$ cat config.mk
export PLATFORM = sky130hd
export DESIGN_NAME = murmur64a_hash
export DESIGN_NICKNAME = d
export VERILOG_FILES = /design/src/mm64_pkg.sv /design/src/mm64_mul.sv /design/src/mm64_front.sv /design/src/mm64_queue.sv /design/src/mm64_back.sv /design/src/murmur64a_hash.sv
export SDC_FILE = /design/constraint.sdc
export NUM_CORES = 2
export LEC_CHECK = 0
export BUFFER_PORTS_ARGS = -buffer_cell sky130_fd_sc_hd__buf_2
export CORE_UTILIZATION = 37
export DETAILED_ROUTE_END_ITERATION = 8
export SYNTH_ARGS = -nofsm -noshare
export SYNTH_HDL_FRONTEND = slang
export SYNTH_HIERARCHICAL = 1
export SYNTH_SLANG_ARGS = --single-unit
$ cat constraint.sdc
create_clock -name clock -period 7.3 [get_ports clock]
set_input_delay 0.365 -clock clock [delete_from_list [all_inputs] [get_ports clock]]
set_output_delay 0.365 -clock clock [all_outputs]
set_load 0.02 [all_outputs]
$ cat src/mm64_pkg.sv
`timescale 1ns / 1ps
// ----------------------------------------------------------------------------
// mm64_pkg
// Shared constants and types of the 64-bit murmur hash engine.
// ----------------------------------------------------------------------------
package mm64_pkg;

   // hash constants
   localparam logic [63:0] MUL_CONST  = 64'hc6a4_a793_5bd1_e995;
   localparam int unsigned SHIFT_R    = 47;
   localparam logic [63:0] SEED_RESET = 64'd11111111;

   // field widths
   localparam int unsigned LEN_W  = 31;
   localparam int unsigned WORD_W = 64;
   localparam int unsigned CNT_W  = 4;

   // how a word enters the hash
   typedef enum logic [1:0] {
      KIND_EMPTY = 2'd0,
      KIND_TAIL  = 2'd1,
      KIND_FULL  = 2'd2
   } kind_type;

   // classified word, front to back
   typedef struct packed {
      logic              first;
      logic              last;
      logic              mismatch;
      kind_type          kind;
      logic [LEN_W-1:0]  length;
      logic [WORD_W-1:0] word;
   } entry_type;

   // queue status toward the front
   typedef struct packed {
      logic full;
      logic head_valid;
   } queue_status_type;

endpackage

$ cat src/mm64_mul.sv
`timescale 1ns / 1ps
// ----------------------------------------------------------------------------
// mm64_mul
// Low 64 bits of operand times the hash multiplier, from three 32x32 partial
// products; the low product and the summed cross terms are registered.
// ----------------------------------------------------------------------------
module mm64_mul (
   input  logic        clock,
   input  logic [63:0] op,
   output logic [63:0] prod
);
   import mm64_pkg::*;

   logic [63:0] low_ff;
   logic [63:0] low_in;
   logic [31:0] cross_ff;
   logic [31:0] cross_in;
   logic [63:0] hi_lo;
   logic [63:0] lo_hi;

   // partial products, cross terms only need their low halves
   always_comb begin
      low_in   = {32'd0, op[31:0]} * {32'd0, MUL_CONST[31:0]};
      hi_lo    = {32'd0, op[63:32]} * {32'd0, MUL_CONST[31:0]};
      lo_hi    = {32'd0, op[31:0]} * {32'd0, MUL_CONST[63:32]};
      cross_in = hi_lo[31:0] + lo_hi[31:0];
   end

   always_ff @(posedge clock) begin
      low_ff   <= low_in;
      cross_ff <= cross_in;
   end

   // final sum
   assign prod = low_ff + {cross_ff, 32'd0};

endmodule

$ cat src/mm64_front.sv
`timescale 1ns / 1ps
// ----------------------------------------------------------------------------
// mm64_front
// Accepts words, tracks message boundaries and byte count, classifies each
// word and pushes it into the queue.
// ----------------------------------------------------------------------------
module mm64_front (
   input  logic                         clock,
   input  logic                         reset,
   input  logic                         req_valid,
   output logic                         req_ready,
   input  logic [mm64_pkg::LEN_W-1:0]   req_message_length,
   input  logic [mm64_pkg::WORD_W-1:0]  req_data_word,
   input  logic [mm64_pkg::CNT_W-1:0]   req_byte_count,
   input  logic                         req_last,
   input  mm64_pkg::queue_status_type   queue_status,
   output logic                         push,
   output mm64_pkg::entry_type          push_entry
);
   import mm64_pkg::*;

   logic             in_msg_ff;
   logic             in_msg_in;
   logic [LEN_W-1:0] seen_ff;
   logic [LEN_W-1:0] seen_in;
   logic [LEN_W-1:0] decl_ff;
   logic [LEN_W-1:0] decl_in;
   logic [3:0]       cnt;
   logic [LEN_W-1:0] seen_base;
   logic [LEN_W-1:0] decl_cur;
   logic [63:0]      tail_mask;

   assign req_ready = ~queue_status.full;
   assign push      = req_valid & req_ready;

   // classify the word
   always_comb begin
      cnt       = req_byte_count[3] ? 4'd8 : req_byte_count;
      seen_base = in_msg_ff ? seen_ff : '0;
      decl_cur  = in_msg_ff ? decl_ff : req_message_length;
      tail_mask = ~({64{1'b1}} << {req_byte_count[2:0], 3'b000});

      push_entry.first    = ~in_msg_ff;
      push_entry.last     = req_last;
      push_entry.length   = req_message_length;
      seen_in             = seen_base + {{(LEN_W-4){1'b0}}, cnt};
      push_entry.mismatch = (seen_in != decl_cur);
      if (cnt == 4'd8) begin
         push_entry.kind = KIND_FULL;
         push_entry.word = req_data_word;
      end else if (cnt == 4'd0) begin
         push_entry.kind = KIND_EMPTY;
         push_entry.word = req_data_word;
      end else begin
         push_entry.kind = KIND_TAIL;
         push_entry.word = req_data_word & tail_mask;
      end
      in_msg_in = ~req_last;
      decl_in   = decl_cur;
   end

   // message tracking
   always_ff @(posedge clock) begin
      if (reset) begin
         in_msg_ff <= 1'b0;
         seen_ff   <= '0;
         decl_ff   <= '0;
      end else if (push) begin
         in_msg_ff <= in_msg_in;
         seen_ff   <= seen_in;
         decl_ff   <= decl_in;
      end
   end

endmodule

$ cat src/mm64_queue.sv
`timescale 1ns / 1ps
// ----------------------------------------------------------------------------
// mm64_queue
// Two-entry queue of classified words between front and back.
// ----------------------------------------------------------------------------
module mm64_queue (
   input  logic                       clock,
   input  logic                       reset,
   input  logic                       push,
   input  mm64_pkg::entry_type        push_entry,
   input  logic                       pop,
   output mm64_pkg::entry_type        head,
   output mm64_pkg::queue_status_type status
);
   import mm64_pkg::*;

   entry_type  mem_ff [2];
   logic       wr_ptr_ff;
   logic       rd_ptr_ff;
   logic [1:0] count_ff;
   logic [1:0] count_in;

   assign head              = mem_ff[rd_ptr_ff];
   assign status.full       = (count_ff == 2'd2);
   assign status.head_valid = (count_ff != 2'd0);

   always_comb begin
      count_in = count_ff;
      if (push && !pop) count_in = count_ff + 2'd1;
      else if (!push && pop) count_in = count_ff - 2'd1;
   end

   // storage
   always_ff @(posedge clock) begin
      if (push) mem_ff[wr_ptr_ff] <= push_entry;
   end

   // pointers
   always_ff @(posedge clock) begin
      if (reset) begin
         wr_ptr_ff <= 1'b0;
         rd_ptr_ff <= 1'b0;
         count_ff  <= 2'd0;
      end else begin
         if (push) wr_ptr_ff <= ~wr_ptr_ff;
         if (pop) rd_ptr_ff <= ~rd_ptr_ff;
         count_ff <= count_in;
      end
   end

endmodule

$ cat src/mm64_back.sv
`timescale 1ns / 1ps
// ----------------------------------------------------------------------------
// mm64_back
// Sequencer that runs seeding, word mixing, tail folding and finalization
// through one shared multiplier, and holds the result register.
// ----------------------------------------------------------------------------
module mm64_back (
   input  logic                        clock,
   input  logic                        reset,
   input  logic [63:0]                 seed,
   input  mm64_pkg::entry_type         head,
   input  mm64_pkg::queue_status_type  queue_status,
   output logic                        pop,
   output logic                        rsp_valid,
   input  logic                        rsp_ready,
   output logic [63:0]                 rsp_hash_value,
   output logic                        rsp_length_mismatch
);
   import mm64_pkg::*;

   typedef enum logic [3:0] {
      ST_IDLE = 4'b0001,
      ST_MUL  = 4'b0010,
      ST_CAP  = 4'b0100,
      ST_EMIT = 4'b1000
   } state_type;

   typedef enum logic [2:0] {
      STEP_SEED = 3'd0,
      STEP_K1   = 3'd1,
      STEP_K2   = 3'd2,
      STEP_H    = 3'd3,
      STEP_FIN  = 3'd4
   } step_type;

   state_type   state_ff;
   state_type   state_in;
   step_type    step_ff;
   step_type    step_in;
   logic [63:0] op_ff;
   logic [63:0] op_in;
   logic [63:0] h_ff;
   logic [63:0] h_in;
   logic        mis_ff;
   logic        mis_in;
   logic        rsp_valid_ff;
   logic        rsp_valid_in;
   logic [63:0] rsp_hash_ff;
   logic [63:0] rsp_hash_in;
   logic        rsp_mis_ff;
   logic        rsp_mis_in;
   logic [63:0] prod;
   logic [63:0] hc;
   logic        dispatch;

   function automatic logic [63:0] xorshift(input logic [63:0] x);
      return x ^ (x >> SHIFT_R);
   endfunction

   mm64_mul u_mul (
      .clock (clock),
      .op    (op_ff),
      .prod  (prod)
   );

   assign rsp_valid           = rsp_valid_ff;
   assign rsp_hash_value      = rsp_hash_ff;
   assign rsp_length_mismatch = rsp_mis_ff;

   // sequencer
   always_comb begin
      state_in     = state_ff;
      step_in      = step_ff;
      op_in        = op_ff;
      h_in         = h_ff;
      mis_in       = mis_ff;
      pop          = 1'b0;
      dispatch     = 1'b0;
      rsp_valid_in = rsp_valid_ff & ~rsp_ready;
      rsp_hash_in  = rsp_hash_ff;
      rsp_mis_in   = rsp_mis_ff;
      hc = (state_ff == ST_CAP && step_ff == STEP_SEED) ? (seed ^ prod) : h_ff;

      case (state_ff)
         ST_IDLE: begin
            if (queue_status.head_valid) begin
               if (head.first) begin
                  op_in    = {{(64-LEN_W){1'b0}}, head.length};
                  step_in  = STEP_SEED;
                  state_in = ST_MUL;
               end else begin
                  dispatch = 1'b1;
               end
            end
         end
         ST_MUL: begin
            state_in = ST_CAP;
         end
         ST_CAP: begin
            case (step_ff)
               STEP_SEED: begin
                  dispatch = 1'b1;
               end
               STEP_K1: begin
                  op_in    = xorshift(prod);
                  step_in  = STEP_K2;
                  state_in = ST_MUL;
               end
               STEP_K2: begin
                  op_in    = h_ff ^ prod;
                  step_in  = STEP_H;
                  state_in = ST_MUL;
               end
               STEP_H: begin
                  h_in   = prod;
                  pop    = 1'b1;
                  mis_in = head.mismatch;
                  if (head.last) begin
                     op_in    = xorshift(prod);
                     step_in  = STEP_FIN;
                     state_in = ST_MUL;
                  end else begin
                     state_in = ST_IDLE;
                  end
               end
               STEP_FIN: begin
                  h_in     = xorshift(prod);
                  state_in = ST_EMIT;
               end
               default: begin
                  state_in = ST_IDLE;
               end
            endcase
         end
         ST_EMIT: begin
            if (!rsp_valid_ff || rsp_ready) begin
               rsp_valid_in = 1'b1;
               rsp_hash_in  = h_ff;
               rsp_mis_in   = mis_ff;
               state_in     = ST_IDLE;
            end
         end
         default: begin
            state_in = ST_IDLE;
         end
      endcase

      // start the body of a word once the hash is seeded
      if (dispatch) begin
         h_in = hc;
         case (head.kind)
            KIND_FULL: begin
               op_in    = head.word;
               step_in  = STEP_K1;
               state_in = ST_MUL;
            end
            KIND_TAIL: begin
               op_in    = hc ^ head.word;
               step_in  = STEP_H;
               state_in = ST_MUL;
            end
            default: begin
               pop    = 1'b1;
               mis_in = head.mismatch;
               if (head.last) begin
                  op_in    = xorshift(hc);
                  step_in  = STEP_FIN;
                  state_in = ST_MUL;
               end else begin
                  state_in = ST_IDLE;
               end
            end
         endcase
      end
   end

   // control registers
   always_ff @(posedge clock) begin
      if (reset) begin
         state_ff     <= ST_IDLE;
         rsp_valid_ff <= 1'b0;
      end else begin
         state_ff     <= state_in;
         rsp_valid_ff <= rsp_valid_in;
      end
   end

   // datapath registers
   always_ff @(posedge clock) begin
      step_ff     <= step_in;
      op_ff       <= op_in;
      h_ff        <= h_in;
      mis_ff      <= mis_in;
      rsp_hash_ff <= rsp_hash_in;
      rsp_mis_ff  <= rsp_mis_in;
   end

endmodule

$ cat src/murmur64a_hash.sv
`timescale 1ns / 1ps
// ----------------------------------------------------------------------------
// murmur64a_hash
// 64-bit MurmurHash64A over messages of little-endian 64-bit words.
// ----------------------------------------------------------------------------
// Usage:
//   req_ channel: one word per handshake; the first word of a message
//   carries the declared byte length, req_last marks the final word.
//   rsp_ channel: one word per message with the hash and a flag that is
//   set when the counted bytes differ from the declared length.
//   csr_ port: csr_wr_en writes the seed; write only while idle.
// Sequencing (one shared multiplier, each multiply through states MUL and CAP):
//   a full 8-byte word runs steps K1, K2 and H, a tail word step H, an empty
//   word no multiply; the first word of a message adds the seeding step, the
//   last adds the finalization step plus the load of the result register.
//   A word reaches the back end through the queue's storage; a two-word queue
//   lets the front keep accepting while the back end works.
// Reset clears the queue, message tracking and the result valid flag, and
// loads the seed with 11111111. A stalled receiver holds the result; the
// back end then waits at its next result and the queue fills up.
// ----------------------------------------------------------------------------
module murmur64a_hash (
   input  logic                         clock,
   input  logic                         reset,
   input  logic                         req_valid,
   output logic                         req_ready,
   input  logic [mm64_pkg::LEN_W-1:0]   req_message_length,
   input  logic [mm64_pkg::WORD_W-1:0]  req_data_word,
   input  logic [mm64_pkg::CNT_W-1:0]   req_byte_count,
   input  logic                         req_last,
   output logic                         rsp_valid,
   input  logic                         rsp_ready,
   output logic [63:0]                  rsp_hash_value,
   output logic                         rsp_length_mismatch,
   input  logic                         csr_wr_en,
   input  logic [63:0]                  csr_wr_data
);
   import mm64_pkg::*;

   logic [63:0]      hash_seed_ff;
   logic             push;
   logic             pop;
   entry_type        push_entry;
   entry_type        head;
   queue_status_type queue_status;

   // seed register
   always_ff @(posedge clock) begin
      if (reset) begin
         hash_seed_ff <= SEED_RESET;
      end else if (csr_wr_en) begin
         hash_seed_ff <= csr_wr_data;
      end
   end

   mm64_front u_front (
      .clock              (clock),
      .reset              (reset),
      .req_valid          (req_valid),
      .req_ready          (req_ready),
      .req_message_length (req_message_length),
      .req_data_word      (req_data_word),
      .req_byte_count     (req_byte_count),
      .req_last           (req_last),
      .queue_status       (queue_status),
      .push               (push),
      .push_entry         (push_entry)
   );

   mm64_queue u_queue (
      .clock      (clock),
      .reset      (reset),
      .push       (push),
      .push_entry (push_entry),
      .pop        (pop),
      .head       (head),
      .status     (queue_status)
   );

   mm64_back u_back (
      .clock               (clock),
      .reset               (reset),
      .seed                (hash_seed_ff),
      .head                (head),
      .queue_status        (queue_status),
      .pop                 (pop),
      .rsp_valid           (rsp_valid),
      .rsp_ready           (rsp_ready),
      .rsp_hash_value      (rsp_hash_value),
      .rsp_length_mismatch (rsp_length_mismatch)
   );

endmodule
; Word level (Yosys, flattened, before mapping)
; Memories as Yosys holds them, arrays and structs flattened. A register that Yosys moved wholly into a read port is not among the register bits.
; Index checks and enable logic that the tools add are counted.
[word_totals]
output_inout_bits = 67
register_bits = 428
mem_count = 1
elab_cells = 132
mem_bits_rw = 200
[classes]
n_eq_ne = 17
multipliers = 3
muxes = 55
n_reduce_logical = 18
n_bitwise = 15
addsub = 5
shifts = 1
[memory_table]
columns = name, words, width, read_ports, rd_ports_with_merged_regs, wr, line_no
row1 = u_queue.mem_ff, 2, 100, 1, 1, 1, mm64_queue.sv:17  ; entry_type mem_ff [2];
[op_table]
columns = op, n
row1 = $mux W64, 10
row2 = $pmux W64 S2, 3
row3 = $pmux W64 S3, 1
row4 = $xor A64 B64 Y64, 3
row5 = $xor A64 B17 Y64, 2
row6 = $add A63 B64 Y64, 1
row7 = $and A64 B64 Y64, 1
row8 = $mul A32 B31 Y32 const B, 2
row9 = $not A64 Y64, 1
row10 = $shl A64 B6 Y64 const A, 1
row11 = $mul A32 B31 Y63 const B, 1
row12 = $mux W31, 2
row13 = $add A32 B32 Y32, 1
row14 = $pmux W4 S4, 2
row15 = $add A31 B4 Y31, 1
row16 = $ne A31 B31 Y1, 1
row17 = $mux W4, 5
row18 = $mux W1, 18
row19 = $mux W3, 5
row20 = $pmux W3 S2, 2
row21 = $mux W2, 5
row22 = $ne A3 B2 Y1 const B, 3
row23 = $pmux W3 S3, 1
row24 = $eq A4 B4 Y1 const B, 2
row25 = other kinds (24), 40

; Logic depth before layout (Yosys ltp)
[logic_depth]
word_depth = 8
depth_mapped = 26

; Cells and area by module
; The synthesis kept the hierarchy.
[by_module_without_submodules]
columns = mod, seq_area_each_um2, cells_per_inst, area_each_um2, instances
row1 = mm64_mul, 1901.8, 3727, 38209.1, 1
row2 = mm64_back, 5335.1, 1470, 13296.5, 1
row3 = mm64_queue, 6105.9, 333, 7462.2, 1
row4 = mm64_front, 1261.2, 667, 4795.8, 1
row5 = murmur64a_hash, 1281.2, 207, 2333.5, 1

; Worst setup path after synthesis
; Ideal clock, no wire load.
[synth_path]
path_type = reg2reg
startpoint = register u_back.op_ff[8]
endpoint = register u_back.u_mul.low_ff[57]
synth_period_minus_slack_ns = 6.785
arrival_ns = 6.662
setup_slack_ns = 0.515
required_ns = 7.177
stages_incl_launch_ff = 24
cell_sequence = dfxtp_1 > fa_1 > inv_1 > fa_1 > inv_1 > fa_1 > fa_1 > fa_1 > fa_1 > fa_1 > inv_1 > fa_1 > inv_1 > ha_1 > buf_2 > a21oi_1 > o21ai_0 > a221oi_2 > o21bai_1 > a2111o_1 > o22ai_2 > o21ai_1 > and2b_1 > xor2_1
[synth_between]
elab_chain_len = 1
[synth_lines]
columns = element, line_no
row1 = from (decl), mm64_back.sv:40  ; logic [63:0] op_ff;
row2 = from (signal assigned), mm64_back.sv:191  ; op_ff <= op_in;
row3 = $mul A32 B31 Y63, mm64_mul.sv:23  ; low_in = {32'd0, op[31:0]} * {32'd0, MUL_CONST[31:0]};
row4 = net u_back.u_mul.low_in[57], mm64_mul.sv:15  ; logic [63:0] low_in;
row5 = to (signal assigned), mm64_mul.sv:30  ; low_ff <= low_in;
row6 = to (decl), mm64_mul.sv:14  ; logic [63:0] low_ff;
; The timed path passes the listed nets, and every way through them passes these cells.
; A chain may end at the register's enable or synchronous reset.

; Worst setup path in the final report
[layout_path]
startpoint = register u_back.op_ff[15]
endpoint = register u_back.u_mul.low_ff[57]
; Same word-level chain as after synthesis.

==> metrics.cfg <==
[status]
status=completed

[placed_design]
routabilityCongestion=1.01
hpwl_um=207000
port_buffers=235
placed_area_um2=71500

[clocking]
cts_tree=done
clockBufferDepth=3
cts_root_buffer=clkbuf_16
path_clk_slew_ns=0.07
clock_latency_ns=0.70
numCtsBuffers=71
h-tree-depth=3
cts_sinks=629

[yosys]
yosysWarnings=6
synth_ff_type=edfxtp_1
synth_edf_count=329
synth_fa_ha_area_frac=0.402
ys_seq_area_frac=0.240
synth_area_per_cell_um2=10.3
synthTopCellsByArea=fa_1, ha_1, edfxtp_1, dfxtp_1, inv_1
synth.mux.area_fraction=0.0313
synth_top_area_cell=fa_1
synthArstFlopShare=0
ys_types=101
synthTopCellsByCount=inv_1, ha_1, fa_1
ys_seq_elements=629
synth_fp_nets=8209
synth_most_common_cell=inv_1
postSynthCellCount=6404
synth_area_um2=66100
synth-simple-area-share=0.0704
synth-compound-area-share=0.112
synth-xor-area-share=0.0484
synth_top_family_by_area=adder cells
synth_top_area_frac=0.246

[drt]
vias=50498
wl_per_cell_um=26.9
ant_nets=0
drc_errors=0
vias_per_cell=5.44
first_pass_iters=6
routed_wl_um=250000
drt_iter0_markers=5144

[grt]
antenna_found_initial=12
grt_util_met1=0.381
busiest_layer=met2
grt_pass1_vias=51831
met3_usage=0.0545
grt_usage=0.277
use_met2=0.431
gr-total-overflow=0
grt_max_degree=86
grt_pass1_wl_um=361000

[timing]
max_slew_margin=0.140
slew_viol_final=0
finalCriticalPeriod_ns=7.09
skew_ns=0.0574
finalHoldViolCount=0
tightestPinTransition_ns=1.29
finalCritPeriodShare=0.971
fmax_mhz=141
whs_ns=0.0536
setup_violations=0
rsz0062_at_grt=true

[layout]
areaGrowthSynthToFinish_pct=13.9
finalNetCount=8691
drive_gt1_frac=0.134
final_core_util=0.426
stdcell_area_um2=75300

[setup_path]
max_stage_delay_ns=0.58
cp_max_fo=12
crit_type=reg2reg
crit_slowest_cell=fa_1
end_kind=flop
critPathLaunchType=flop
critPathArrivalTime_ns=7.64
path_cells=buf_12 > buf_4 > fa_1 > buf_4 > inv_1 > fa_1 > inv_1 > fa_1 > fa_1 > fa_1 > fa_1 > fa_1 > ha_1 > ha_1 > inv_1 > nor2_1 > a221oi_2 > o21bai_1 > a2111o_1 > o22ai_4 > o21ai_2 > and2b_1 > xor2_1
required_ns=7.85
path_common_cell=fa_1

[floorplan]
die_area_um2=180000
io_pins=236
die_h_um=425
row_count=154
die_w_um=425
core_area_um2=177000
initial_utilization=0.374

[worst_hold_path]
hold_class=in2reg

[flow_run]
cap_viol_max_count=0

[worst max-delay path: cells and delay by family, from the launching register on]
family	cells	cell delay, ns
buf+inv	6	0.67
xor+xnor	1	0.13
compound gates	5	1.21
simple gates	2	0.26
fa+ha+maj	9	4.32
flops	1	0.35
[state kept, by name, summed over array words and instances (netlist names), 3 cells and up, named ones only]
signal / flops
u_back/op_ff: 64
u_queue/mem_ff: 200
u_back/step_ff: 3
u_back/u_mul/cross_ff: 32
u_back/h_ff: 64
u_front/decl_ff: 31
hash_seed_ff: 64
u_front/seen_ff: 31
u_back/rsp_hash_value: 64
u_back/u_mul/low_ff: 63
u_back/state_ff: 4
[path summary, 6_finish.rpt]
| check | slack, ns | depth (start not counted) | endpoint | startpoint |
|---|---|---|---|---|
| max | 0.21 | 23 | u_back/u_mul/low_ff[57] | u_back/op_ff[15] |
| min | 0.05 | 2 | u_queue/mem_ff[1][25] | req_data_word[25] |
| max reg2reg | 0.21 | 23 | u_back/u_mul/low_ff[57] | u_back/op_ff[15] |
| min reg2reg | 0.37 | 0 | u_back/u_mul/low_ff[1] | u_back/op_ff[1] |
[layer usage]
layer | share of wire | up-vias | routed length (µm)
met5 | 0.00026 | - | 64
met4 | 0.037 | 10 | 9240
met3 | 0.085 | 355 | 21200
met2 | 0.45 | 2238 | 112000
met1 | 0.43 | 25575 | 107000
li1 | - | 22320 | -
[per-stage QoR]
step | instances | setup TNS [ns] | worst slack [ns]
after floorplan | 6404 | 0 | 0.515
after global placement | 9030 | -0.0280 | -0.0280
after detailed placement | 9031 | -0.128 | -0.0652
after CTS | 9279 | 0 | 0.00230
after global routing | 9283 | -0.00338 | -0.00338
final | 9290 | 0 | 0.211
[kinds of logic after synthesis]
family | Yosys count
multiplexers | 194
buffers and inverters | 1535
AND/OR/NAND/NOR | 935
adder cells (fa/ha/maj) | 1636
AO/OA/AOI/OAI | 1110
XOR/XNOR | 365
flip-flops | 629
[layout by cell type, fill, tap and decap left out, types with 19 or more instances in the layout]
cell / n
edfxtp_1: 329
nand3_1: 105
xnor2_1: 239
a31oi_1: 52
dlygate4sd3_1: 118
clkbuf_16: 74
a211oi_1: 19
a21o_1: 66
nor2_1: 175
mux2_2: 103
a2bb2oi_1: 22
a22oi_1: 20
a22o_1: 23
nor2b_1: 71
nor3_1: 30
a221oi_1: 51
inv_1: 1232
dfxtp_1: 282
mux2i_1: 91
o211ai_1: 26
a32o_1: 33
fa_1: 806
xor2_1: 125
a221o_1: 45
nand2_1: 302
a21oi_1: 325
buf_2: 233
o22ai_1: 67
o21ai_0: 166
and3_1: 35
and2_1: 36
nand4_1: 30
o21bai_1: 40
buf_4: 341
ha_1: 822
nand2b_1: 65
[layout make-up]
type	instances	area [µm²]
fillers	17059	102000
multi-input cells	4240	44100
flip-flops and latches	629	15900
repair buffers	709	5240
inverters	1235	4640
well taps	2340	2930
clock buffers	86	1970
clock inverters	44	464
diodes	7	17.5
[timing repair]
item                                    4_1_cts  5_1_grt
buffers inserted                              0        4
endpoints found under the setup margin        7       33
endpoints found under the hold margin       200        0
cloned                                        0        0
hold buffers                                118        0
pin swaps                                     0       11
gates resized for setup                       5       48
Power is left out: the tool's default activity adds up to more than one toggle a clock period on the data nets, which glitch-free logic cannot reach.
